File: config.mk
export PLATFORM = sky130hd
export DESIGN_NAME = calendar_date_adder_top_flat
export DESIGN_NICKNAME = d
export VERILOG_FILES = /design/src/rtl/core/cda_pkg.sv /design/src/rtl/core/cda_in_if.sv /design/src/rtl/core/cda_out_if.sv /design/src/rtl/core/calendar_date_adder_top.sv /design/src/flat_wrapper.sv
export SDC_FILE = /design/constraint.sdc
export NUM_CORES = 1
export LEC_CHECK = 0
export BUFFER_PORTS_ARGS = -buffer_cell sky130_fd_sc_hd__buf_2
export CAP_MARGIN = 20
export CELL_PAD_IN_SITES_DETAIL_PLACEMENT = 0
export CELL_PAD_IN_SITES_GLOBAL_PLACEMENT = 1
export CORE_MARGIN = 3
export CORE_UTILIZATION = 52
export CTS_BUF_LIST = sky130_fd_sc_hd__clkbuf_4
export DETAILED_ROUTE_END_ITERATION = 10
export PLACE_DENSITY = 0.87
export SLEW_MARGIN = 20
export SYNTH_ARGS = -nofsm -noshare
export SYNTH_HDL_FRONTEND = slang
export SYNTH_SLANG_ARGS = --single-unit
File: constraint.sdc
create_clock -name clk_i -period 13.6 [get_ports clk_i]
set_clock_uncertainty 0.1 [all_clocks]
set_input_delay 2.72 -clock clk_i [delete_from_list [all_inputs] [get_ports clk_i]]
set_output_delay 2.72 -clock clk_i [all_outputs]
set_load 0.1 [all_outputs]
File: src/rtl/core/cda_pkg.sv
// Shared types, constants and calendar helper functions for the date adder.
// Used by the channel interfaces and by calendar_date_adder_top; no dependencies.
`default_nettype none

package cda_pkg;

  localparam int YearW  = 14;
  localparam int MonthW = 4;
  localparam int DayW   = 5;
  localparam int AmtW   = 16;
  localparam int AccW   = 17;
  localparam int R400W  = 9;

  localparam logic [YearW-1:0]  MaxYear     = 14'd9999;
  localparam logic [MonthW-1:0] MonthsYear  = 4'd12;
  localparam logic [AccW-1:0]   MonthsDiv   = 17'd12;
  localparam logic [AccW-1:0]   CycleDiv    = 17'd400;
  localparam logic [R400W-1:0]  CycleLast   = 9'd399;
  localparam logic [R400W-1:0]  Century1    = 9'd100;
  localparam logic [R400W-1:0]  Century2    = 9'd200;
  localparam logic [R400W-1:0]  Century3    = 9'd300;

  typedef enum logic [1:0] {
    MODE_LOAD       = 2'd0,
    MODE_ADD_DAYS   = 2'd1,
    MODE_ADD_MONTHS = 2'd2,
    MODE_NONE       = 2'd3
  } mode_e;

  // The argument is the year modulo 400.
  function automatic logic is_leap(input logic [R400W-1:0] r400);
    is_leap = (r400[1:0] == 2'b00) && (r400 != Century1) && (r400 != Century2) &&
              (r400 != Century3);
  endfunction

  function automatic logic [DayW-1:0] month_days(input logic [MonthW-1:0] m,
                                                 input logic leap);
    case (m)
      4'd2:                      month_days = leap ? 5'd29 : 5'd28;
      4'd4, 4'd6, 4'd9, 4'd11:   month_days = 5'd30;
      default:                   month_days = 5'd31;
    endcase
  endfunction

endpackage

`default_nettype wire

File: src/rtl/core/cda_in_if.sv
// Input channel of the date adder: valid/ready handshake with the command word.
// Depends on cda_pkg for the field widths.
`default_nettype none

interface cda_in_if;
  logic                        valid;
  logic                        ready;
  logic [1:0]                  mode;
  logic [cda_pkg::YearW-1:0]   new_year;
  logic [cda_pkg::MonthW-1:0]  new_month;
  logic [cda_pkg::DayW-1:0]    new_day;
  logic [cda_pkg::AmtW-1:0]    amount;

  modport source (output valid, mode, new_year, new_month, new_day, amount, input ready);
  modport sink   (input valid, mode, new_year, new_month, new_day, amount, output ready);
endinterface

`default_nettype wire

File: src/rtl/core/cda_out_if.sv
// Output channel of the date adder: valid/ready handshake with the result word.
// Depends on cda_pkg for the field widths.
`default_nettype none

interface cda_out_if;
  logic                        valid;
  logic                        ready;
  logic [cda_pkg::YearW-1:0]   cur_year;
  logic [cda_pkg::MonthW-1:0]  cur_month;
  logic [cda_pkg::DayW-1:0]    cur_day;
  logic                        overflow;

  modport source (output valid, cur_year, cur_month, cur_day, overflow, input ready);
  modport sink   (input valid, cur_year, cur_month, cur_day, overflow, output ready);
endinterface

`default_nettype wire

File: src/rtl/core/calendar_date_adder_top.sv
// Gregorian date register with day and month arithmetic, one result word per command word.
// Depends on cda_pkg, cda_in_if and cda_out_if.
`default_nettype none

// The block holds one date and takes one command word at a time; it is not ready while
// a word is at work. A single subtractor does the divisions and the day walk under a small
// sequencer. A load takes six steps of the year modulo 400. Adding months takes thirteen
// steps of the divide by twelve, then the year modulo 400. Adding days takes the year
// modulo 400, then walks forward one month per step. Mode 3 returns the held date.
// The result word sits in an output register, so the next command is taken once the
// result has been registered.
module calendar_date_adder_top (
  input  wire   clk_i,
  input  wire   rst_ni,
  cda_in_if.sink    in_i,
  cda_out_if.source out_o
);
  import cda_pkg::*;

  localparam logic [2:0] S_IDLE = 3'd0;
  localparam logic [2:0] S_DIVM = 3'd1;
  localparam logic [2:0] S_YADD = 3'd2;
  localparam logic [2:0] S_MOD  = 3'd3;
  localparam logic [2:0] S_FIX  = 3'd4;
  localparam logic [2:0] S_WALK = 3'd5;
  localparam logic [2:0] S_DONE = 3'd6;

  logic [2:0]        state_q, state_d;
  logic [YearW-1:0]  year_q, year_d;
  logic [MonthW-1:0] month_q, month_d;
  logic [DayW-1:0]   day_q, day_d;
  logic              out_vld_q, out_vld_d;

  logic [YearW-1:0]  wy_q, wy_d;
  logic [MonthW-1:0] wm_q, wm_d;
  logic [AccW-1:0]   wd_q, wd_d;
  logic [AccW-1:0]   rem_q, rem_d;
  logic [12:0]       quo_q, quo_d;
  logic [3:0]        cnt_q, cnt_d;
  mode_e             mode_q, mode_d;
  logic              ovf_q, ovf_d;

  logic [YearW-1:0]  oy_q;
  logic [MonthW-1:0] om_q;
  logic [DayW-1:0]   od_q;
  logic              oo_q;

  logic [AccW-1:0]   sub_a, sub_b;
  logic [AccW:0]     sub_diff;
  logic              sub_borrow;
  logic              leap;
  logic [DayW-1:0]   dom;
  logic [YearW:0]    ysum;
  logic [DayW-1:0]   fix_day;
  logic              accept;
  logic              out_load;

  assign accept = in_i.valid && in_i.ready;
  assign in_i.ready = (state_q == S_IDLE);
  assign out_load = (state_q == S_DONE) && (!out_vld_q || out_o.ready);

  assign leap = is_leap(rem_q[R400W-1:0]);
  assign dom  = month_days(wm_q, leap);
  assign ysum = {1'b0, year_q} + {2'b00, quo_q};
  assign fix_day = (wd_q[DayW-1:0] == '0) ? DayW'(1) :
                   ((wd_q[DayW-1:0] > dom) ? dom : wd_q[DayW-1:0]);

  // The shared subtractor.
  always_comb begin
    sub_a = (state_q == S_WALK) ? wd_q : rem_q;
    case (state_q)
      S_DIVM:  sub_b = MonthsDiv << cnt_q;
      S_MOD:   sub_b = CycleDiv << cnt_q;
      S_WALK:  sub_b = {{(AccW-DayW){1'b0}}, dom};
      default: sub_b = '0;
    endcase
    sub_diff   = {1'b0, sub_a} - {1'b0, sub_b};
    sub_borrow = sub_diff[AccW];
  end

  always_comb begin
    state_d   = state_q;
    year_d    = year_q;
    month_d   = month_q;
    day_d     = day_q;
    out_vld_d = out_vld_q && !out_o.ready;
    wy_d      = wy_q;
    wm_d      = wm_q;
    wd_d      = wd_q;
    rem_d     = rem_q;
    quo_d     = quo_q;
    cnt_d     = cnt_q;
    mode_d    = mode_q;
    ovf_d     = ovf_q;
    case (state_q)
      S_IDLE: begin
        if (accept) begin
          mode_d = mode_e'(in_i.mode);
          ovf_d  = 1'b0;
          cnt_d  = 4'd5;
          case (mode_e'(in_i.mode))
            MODE_LOAD: begin
              wy_d = (in_i.new_year > MaxYear) ? MaxYear : in_i.new_year;
              wm_d = (in_i.new_month == '0) ? MonthW'(1) :
                     ((in_i.new_month > MonthsYear) ? MonthsYear : in_i.new_month);
              wd_d = {{(AccW-DayW){1'b0}}, in_i.new_day};
              rem_d = {{(AccW-YearW){1'b0}}, wy_d};
              state_d = S_MOD;
            end
            MODE_ADD_DAYS: begin
              wy_d = year_q;
              wm_d = month_q;
              wd_d = {{(AccW-DayW){1'b0}}, day_q} + {1'b0, in_i.amount};
              rem_d = {{(AccW-YearW){1'b0}}, year_q};
              state_d = S_MOD;
            end
            MODE_ADD_MONTHS: begin
              rem_d = {{(AccW-MonthW){1'b0}}, month_q - MonthW'(1)} + {1'b0, in_i.amount};
              quo_d = '0;
              cnt_d = 4'd12;
              state_d = S_DIVM;
            end
            default: state_d = S_DONE;
          endcase
        end
      end
      S_DIVM: begin
        if (!sub_borrow) begin
          rem_d = sub_diff[AccW-1:0];
        end
        quo_d = {quo_q[11:0], !sub_borrow};
        cnt_d = cnt_q - 4'd1;
        if (cnt_q == '0) begin
          state_d = S_YADD;
        end
      end
      S_YADD: begin
        if (ysum > {1'b0, MaxYear}) begin
          ovf_d   = 1'b1;
          state_d = S_DONE;
        end else begin
          wy_d  = ysum[YearW-1:0];
          wm_d  = rem_q[MonthW-1:0] + MonthW'(1);
          wd_d  = {{(AccW-DayW){1'b0}}, day_q};
          rem_d = {{(AccW-YearW){1'b0}}, ysum[YearW-1:0]};
          cnt_d = 4'd5;
          state_d = S_MOD;
        end
      end
      S_MOD: begin
        if (!sub_borrow) begin
          rem_d = sub_diff[AccW-1:0];
        end
        cnt_d = cnt_q - 4'd1;
        if (cnt_q == '0) begin
          state_d = (mode_q == MODE_ADD_DAYS) ? S_WALK : S_FIX;
        end
      end
      S_FIX: begin
        year_d  = wy_q;
        month_d = wm_q;
        day_d   = fix_day;
        state_d = S_DONE;
      end
      S_WALK: begin
        if (wy_q > MaxYear) begin
          ovf_d   = 1'b1;
          state_d = S_DONE;
        end else if (!sub_borrow && (sub_diff != '0)) begin
          wd_d = sub_diff[AccW-1:0];
          if (wm_q == MonthsYear) begin
            wm_d  = MonthW'(1);
            wy_d  = wy_q + YearW'(1);
            rem_d = (rem_q[R400W-1:0] == CycleLast) ? '0 : rem_q + AccW'(1);
          end else begin
            wm_d = wm_q + MonthW'(1);
          end
        end else begin
          year_d  = wy_q;
          month_d = wm_q;
          day_d   = wd_q[DayW-1:0];
          state_d = S_DONE;
        end
      end
      S_DONE: begin
        if (out_load) begin
          out_vld_d = 1'b1;
          state_d   = S_IDLE;
        end
      end
      default: state_d = S_IDLE;
    endcase
  end

  always_ff @(posedge clk_i or negedge rst_ni) begin
    if (!rst_ni) begin
      state_q   <= S_IDLE;
      year_q    <= YearW'(1);
      month_q   <= MonthW'(1);
      day_q     <= DayW'(1);
      out_vld_q <= 1'b0;
    end else begin
      state_q   <= state_d;
      year_q    <= year_d;
      month_q   <= month_d;
      day_q     <= day_d;
      out_vld_q <= out_vld_d;
    end
  end

  always_ff @(posedge clk_i) begin
    wy_q   <= wy_d;
    wm_q   <= wm_d;
    wd_q   <= wd_d;
    rem_q  <= rem_d;
    quo_q  <= quo_d;
    cnt_q  <= cnt_d;
    mode_q <= mode_d;
    ovf_q  <= ovf_d;
    if (out_load) begin
      oy_q <= year_q;
      om_q <= month_q;
      od_q <= day_q;
      oo_q <= ovf_q;
    end
  end

  assign out_o.valid     = out_vld_q;
  assign out_o.cur_year  = oy_q;
  assign out_o.cur_month = om_q;
  assign out_o.cur_day   = od_q;
  assign out_o.overflow  = oo_q;

  a_busy_after_accept: assert property (@(posedge clk_i) disable iff (!rst_ni)
    accept |=> !in_i.ready)
    else $error("Input was accepted twice without finishing the first word.");

  a_month_range: assert property (@(posedge clk_i) disable iff (!rst_ni)
    (month_q >= MonthW'(1)) && (month_q <= MonthsYear))
    else $error("Held month left the range one to twelve.");

  a_day_range: assert property (@(posedge clk_i) disable iff (!rst_ni)
    (day_q >= DayW'(1)) && (day_q <= DayW'(31)))
    else $error("Held day left the range one to thirty-one.");

  a_year_range: assert property (@(posedge clk_i) disable iff (!rst_ni)
    year_q <= MaxYear)
    else $error("Held year passed the largest year.");

  a_walk_month: assert property (@(posedge clk_i) disable iff (!rst_ni)
    (state_q == S_WALK) |-> ((wm_q >= MonthW'(1)) && (wm_q <= MonthsYear)))
    else $error("Working month left the range during the day walk.");

endmodule

`default_nettype wire

File: src/flat_wrapper.sv
// flat-port wrapper written by rule: the top's interface ports become plain ports
module calendar_date_adder_top_flat import cda_pkg::*;
  (clk_i, rst_ni, in_i_valid, in_i_mode, in_i_new_year, in_i_new_month, in_i_new_day, in_i_amount, in_i_ready, out_o_valid, out_o_cur_year, out_o_cur_month, out_o_cur_day, out_o_overflow, out_o_ready);
  cda_in_if in_i_i ();
  cda_out_if out_o_i ();
  input  wire clk_i;
  input  wire rst_ni;
  input wire logic [$bits(in_i_i.valid)-1:0] in_i_valid;
  input wire logic [$bits(in_i_i.mode)-1:0] in_i_mode;
  input wire logic [$bits(in_i_i.new_year)-1:0] in_i_new_year;
  input wire logic [$bits(in_i_i.new_month)-1:0] in_i_new_month;
  input wire logic [$bits(in_i_i.new_day)-1:0] in_i_new_day;
  input wire logic [$bits(in_i_i.amount)-1:0] in_i_amount;
  output wire logic [$bits(in_i_i.ready)-1:0] in_i_ready;
  output wire logic [$bits(out_o_i.valid)-1:0] out_o_valid;
  output wire logic [$bits(out_o_i.cur_year)-1:0] out_o_cur_year;
  output wire logic [$bits(out_o_i.cur_month)-1:0] out_o_cur_month;
  output wire logic [$bits(out_o_i.cur_day)-1:0] out_o_cur_day;
  output wire logic [$bits(out_o_i.overflow)-1:0] out_o_overflow;
  input wire logic [$bits(out_o_i.ready)-1:0] out_o_ready;
  assign in_i_i.valid = in_i_valid;
  assign in_i_i.mode = in_i_mode;
  assign in_i_i.new_year = in_i_new_year;
  assign in_i_i.new_month = in_i_new_month;
  assign in_i_i.new_day = in_i_new_day;
  assign in_i_i.amount = in_i_amount;
  assign in_i_ready = in_i_i.ready;
  assign out_o_valid = out_o_i.valid;
  assign out_o_cur_year = out_o_i.cur_year;
  assign out_o_cur_month = out_o_i.cur_month;
  assign out_o_cur_day = out_o_i.cur_day;
  assign out_o_overflow = out_o_i.overflow;
  assign out_o_i.ready = out_o_ready;
  calendar_date_adder_top u_core (.clk_i(clk_i), .rst_ni(rst_ni), .in_i(in_i_i), .out_o(out_o_i));
endmodule
==> impl_summary.txt <==
----------------------------------------------------
[Run status]
  Status ... completed

[CTS]
  CTS H-Tree Depth ... 4
  Post-CTS Hold Buffers ... 0
  Number of setup buffers added after CTS ... 0
  Quantity of gates resized following cts ... 0
  TritonCTS buffer count ... 17
  Clk Tree Root Cell ... sky130_fd_sc_hd__clkbuf_4
  Clk Latency, worst-skew pair ... 0.55 ns
  Maximum clock path buffer count ... 2
  TritonCTS clock tree ... yes
  Clock-pin slew on the worst setup and hold paths ... about 0.13 ns
  TritonCTS Sinks ... about 120

[STA]
  Tmin final ... roughly 6.4 ns
  Final Hold Vio Count ... 0
  Number of setup violations in the final report ... 0
  Unrepaired setup endpoints after global routing ... no
  Summed negative setup slack over all endpoints ... 0 ns
  Worst slew slack as a fraction of its limit ... between 30% and 40%
  Final Cycle Share ... 47.34%
  Highest clock rate ... approximately 160 MHz
  Final number of max-transition violations ... 0
  Slew at the pin closest to its max-slew limit ... roughly 1.0 ns

[GRT]
  Met2 track demand over resource ... 43.29%
  First-pass GRT wire length ... roughly 50000 um
  Met3 Resource Use GR ... 6.817%
  Via count of the first global-routing pass ... about 8900
  Largest net degree at the start of global routing ... 46
  Total gr overflow ... 0
  GR peak layer ... met2
  Number of antenna violations at the first check in global routing ... 1
  Global-route usage over all layers ... between 20 and 30%
  GRT met1 Usage ... between 40% and 50%

[Setup path]
  Worst setup SP type ... flip-flop
  Category of the most critical setup path ... reg -> reg
  Critical path fanouts, max ... 34
  CP Capture Type ... flip-flop
  Required time reported for the critical path endpoint ... roughly 14 ns
  Critical path arrival ... 6.52 ns

[Yosys]
  Top cells by area, synth ... sky130_fd_sc_hd__edfxtp_1, sky130_fd_sc_hd__ha_1, sky130_fd_sc_hd__nand2_1, sky130_fd_sc_hd__dfrtp_1, sky130_fd_sc_hd__a21oi_1
  Number of unique standard cell types used by synthesis ... between 90 and 100
  Sequential element share of the synthesized area ... between 30 and 40%
  Share of flip-flops with an asynchronous set or reset after synthesis ... between 20 and 25%
  Portion of synthesized cell area occupied by the leading cell type ... between 20% and 30%
  Number of flip-flops and latches in the synthesized netlist ... around 120
  Number of instances in the synthesized netlist ... around 1200
  EDFF count, synth ... 96
  Yosys warning total ... 0
  Post-Syn Area ... 0.01037 mm2
  Library cell occupying the most area in the post-synthesis netlist ... sky130_fd_sc_hd__edfxtp_1
  Mean Syn Cell Area ... between 8 and 9 um2
  Synth Flop Type ... sky130_fd_sc_hd__edfxtp_1
  Post-Synthesis Net Count ... 1322

[Finish]
  Area used by sequential logic in the layout ... about 0.0036 mm2
  Final nets ... between 1000 and 1500
  Share of cells above drive strength 1 ... about an eighth
  Final cell utilization of the core ... 57.60%
  Area used by multi-input combinational logic ... about 0.0064 mm2
  Synthesis-to-layout area growth ... 8.445%
  Layout filler cell count ... between 1500 and 2000

[Floorplan]
  Die Span X ... 147.2 um
  Starting Density ... approximately 53%
  Core Rows ... between 50 and 60
  Total die area ... around 0.022 mm2
  Io pins ... between 70 and 80
  Placeable core region ... roughly 0.020 mm2
  Die Y-Extent ... about 150 um

[Place]
  Post-DP HPWL ... between 20000 and 25000 um
  Port Buffers ... 70
  Weighted congestion reported at the end of routability-driven placement ... approximately 0.97

[Route]
  Count of nets left with antenna violations after detail routing ... 0
  Violation count after the first detailed-routing iteration ... 991
  Average vias per placed instance ... ~6.4
  DRC errors left ... 0
  First-pass detailed-route iteration total ... 6
  WL per Instance ... 21.00 um
  Final routed wirelength across all metal layers ... ~32000 um
  Via total after detailed routing ... just under 10000

[Min path]
  Class of the tightest hold or removal check ... reg -> reg

[Flow run]
  Max-cap violations ... 0

----------------------------------------------------
## critical path: stages (launching register included)
cell and delay [ns]:
sky130_fd_sc_hd__dfrtp_1 0.34, sky130_fd_sc_hd__buf_4 0.32, sky130_fd_sc_hd__inv_1 0.26, sky130_fd_sc_hd__nor2_1 0.73
sky130_fd_sc_hd__nand2_1 0.37, sky130_fd_sc_hd__inv_1 0.19, sky130_fd_sc_hd__ha_1 0.16, sky130_fd_sc_hd__nor2b_1 0.23
sky130_fd_sc_hd__a21oi_1 0.06, sky130_fd_sc_hd__or4_1 0.41, sky130_fd_sc_hd__ha_1 0.42, sky130_fd_sc_hd__inv_1 0.08
sky130_fd_sc_hd__o221a_4 0.32, sky130_fd_sc_hd__o311ai_2 0.37, sky130_fd_sc_hd__a311oi_1 0.17, sky130_fd_sc_hd__o21ai_1 0.37
sky130_fd_sc_hd__nor4_4 0.08, sky130_fd_sc_hd__buf_4 0.24, sky130_fd_sc_hd__o21a_1 0.25, sky130_fd_sc_hd__nor2_4 0.56
## through the flow
stage	instances	setup WS, ns	hold slack, ns	instance area, um2
floorplan	1215	7.951	0.3003	10370
global placement	1498	7.008	0.3119	10910
detailed placement	1498	6.850	0.3160	10910
CTS	1530	6.826	0.3466	11240
global route	1531	6.778	0.3556	11250
finish	1531	7.162	0.3410	11250
## cells in the mapped netlist (all sizes together), types with 5 or more instances
cell,number
a221o,5
and3,16
nand2,182
xnor2,36
a31oi,12
mux2i,15
o21bai,7
o31ai,9
a311oi,7
nor3,21
and2,24
a211o,26
and4,7
a21oi,74
o211ai,11
o221ai,14
edfxtp,96
inv,41
a21o,16
nor4,9
nor2,90
clkbuf,53
nand3,49
nor2b,13
nand4,10
a211oi,10
nor3b,7
xor2,35
buf,17
a22oi,14
or2,9
o21a,8
or3,6
o21ai,76
dfrtp,24
nand2b,15
o22ai,23
ha,58
a21boi,5
## sequential cells by signal (all words and copies together), names as in the netlist
signal	cells
u_core.month_q	4
u_core.mode_q	2
u_core.quo_q	13
u_core.out_o.valid	1
u_core.out_o.cur_year	14
u_core.cnt_q	4
u_core.rem_q	17
u_core.day_q	5
u_core.ovf_q	1
u_core.wd_q	17
u_core.wy_q	14
u_core.year_q	14
u_core.out_o.cur_day	5
u_core.wm_q	4
u_core.out_o.overflow	1
u_core.state_q	3
u_core.out_o.cur_month	4
## logic make-up (layout without fill, tap and decap cells)
kind of cell    after synthesis  in the layout  share of synthesized area, %
compound gates              355            355                         23.60
xor+xnor                     71             71                         5.996
fa+ha+maj                    62             62                         7.769
buf+inv                     112            162                         4.452
flops                       123            123                         34.35
mux                          15             15                         1.448
other cells                   0              1                             0
simple gates                477            477                         22.39
## worst paths after layout
check                             startpoint               endpoint  slack, ns  cells past startpoint
max                        u_core.state_q[0]        u_core.wd_q[10]       7.16                     19
min                             u_core.ovf_q  u_core.out_o.overflow       0.34                      0
max reg2reg                u_core.state_q[0]        u_core.wd_q[10]       7.16                     19
min reg2reg                     u_core.ovf_q  u_core.out_o.overflow       0.34                      0
max in group asynchronous             rst_ni      u_core.year_q[11]      10.89                      1
min in group asynchronous             rst_ni       u_core.year_q[9]       2.07                      1
## layout make-up
type	count	area share, %
Antenna cell	1	0.02225
Clock buffer	17	1.135
Clock inverter	15	1.791
Timing Repair Buffer	88	4.316
Sequential cell	123	31.67
Multi-Input combinational cell	980	56.71
Tap cell	265	2.948
Inverter	42	1.402
## cell usage in the layout (no fill, tap or decap), types with 14 or more instances in the layout
cell | Yosys | final
sky130_fd_sc_hd__a211o_1 | 26 | 26
sky130_fd_sc_hd__a21o_1 | 16 | 16
sky130_fd_sc_hd__a21oi_1 | 71 | 71
sky130_fd_sc_hd__and2_1 | 24 | 24
sky130_fd_sc_hd__and3_1 | 16 | 16
sky130_fd_sc_hd__buf_2 | 8 | 70
sky130_fd_sc_hd__buf_4 | 0 | 18
sky130_fd_sc_hd__clkbuf_4 | 0 | 17
sky130_fd_sc_hd__dfrtp_1 | 24 | 24
sky130_fd_sc_hd__edfxtp_1 | 96 | 96
sky130_fd_sc_hd__ha_1 | 58 | 57
sky130_fd_sc_hd__inv_1 | 41 | 41
sky130_fd_sc_hd__mux2i_1 | 15 | 15
sky130_fd_sc_hd__nand2_1 | 182 | 182
sky130_fd_sc_hd__nand2b_1 | 15 | 15
sky130_fd_sc_hd__nand3_1 | 49 | 49
sky130_fd_sc_hd__nor2_1 | 90 | 88
sky130_fd_sc_hd__nor3_1 | 21 | 18
sky130_fd_sc_hd__o21ai_0 | 71 | 70
sky130_fd_sc_hd__o221ai_1 | 14 | 14
sky130_fd_sc_hd__o22ai_1 | 23 | 23
sky130_fd_sc_hd__xnor2_1 | 36 | 36
sky130_fd_sc_hd__xor2_1 | 35 | 35
## per-layer routing
| layer | routed length [um] | part of all wire (%) |
|---|---|---|
| met1 | 14080 | 44 |
| met2 | 13760 | 43 |
| met3 | 3301 | 10 |
| met4 | 1021 | 3.2 |
| met5 | 0 | 0 |
Power is left out: the tool's default activity adds up to more than one toggle a clock period on the data nets, which glitch-free logic cannot reach.
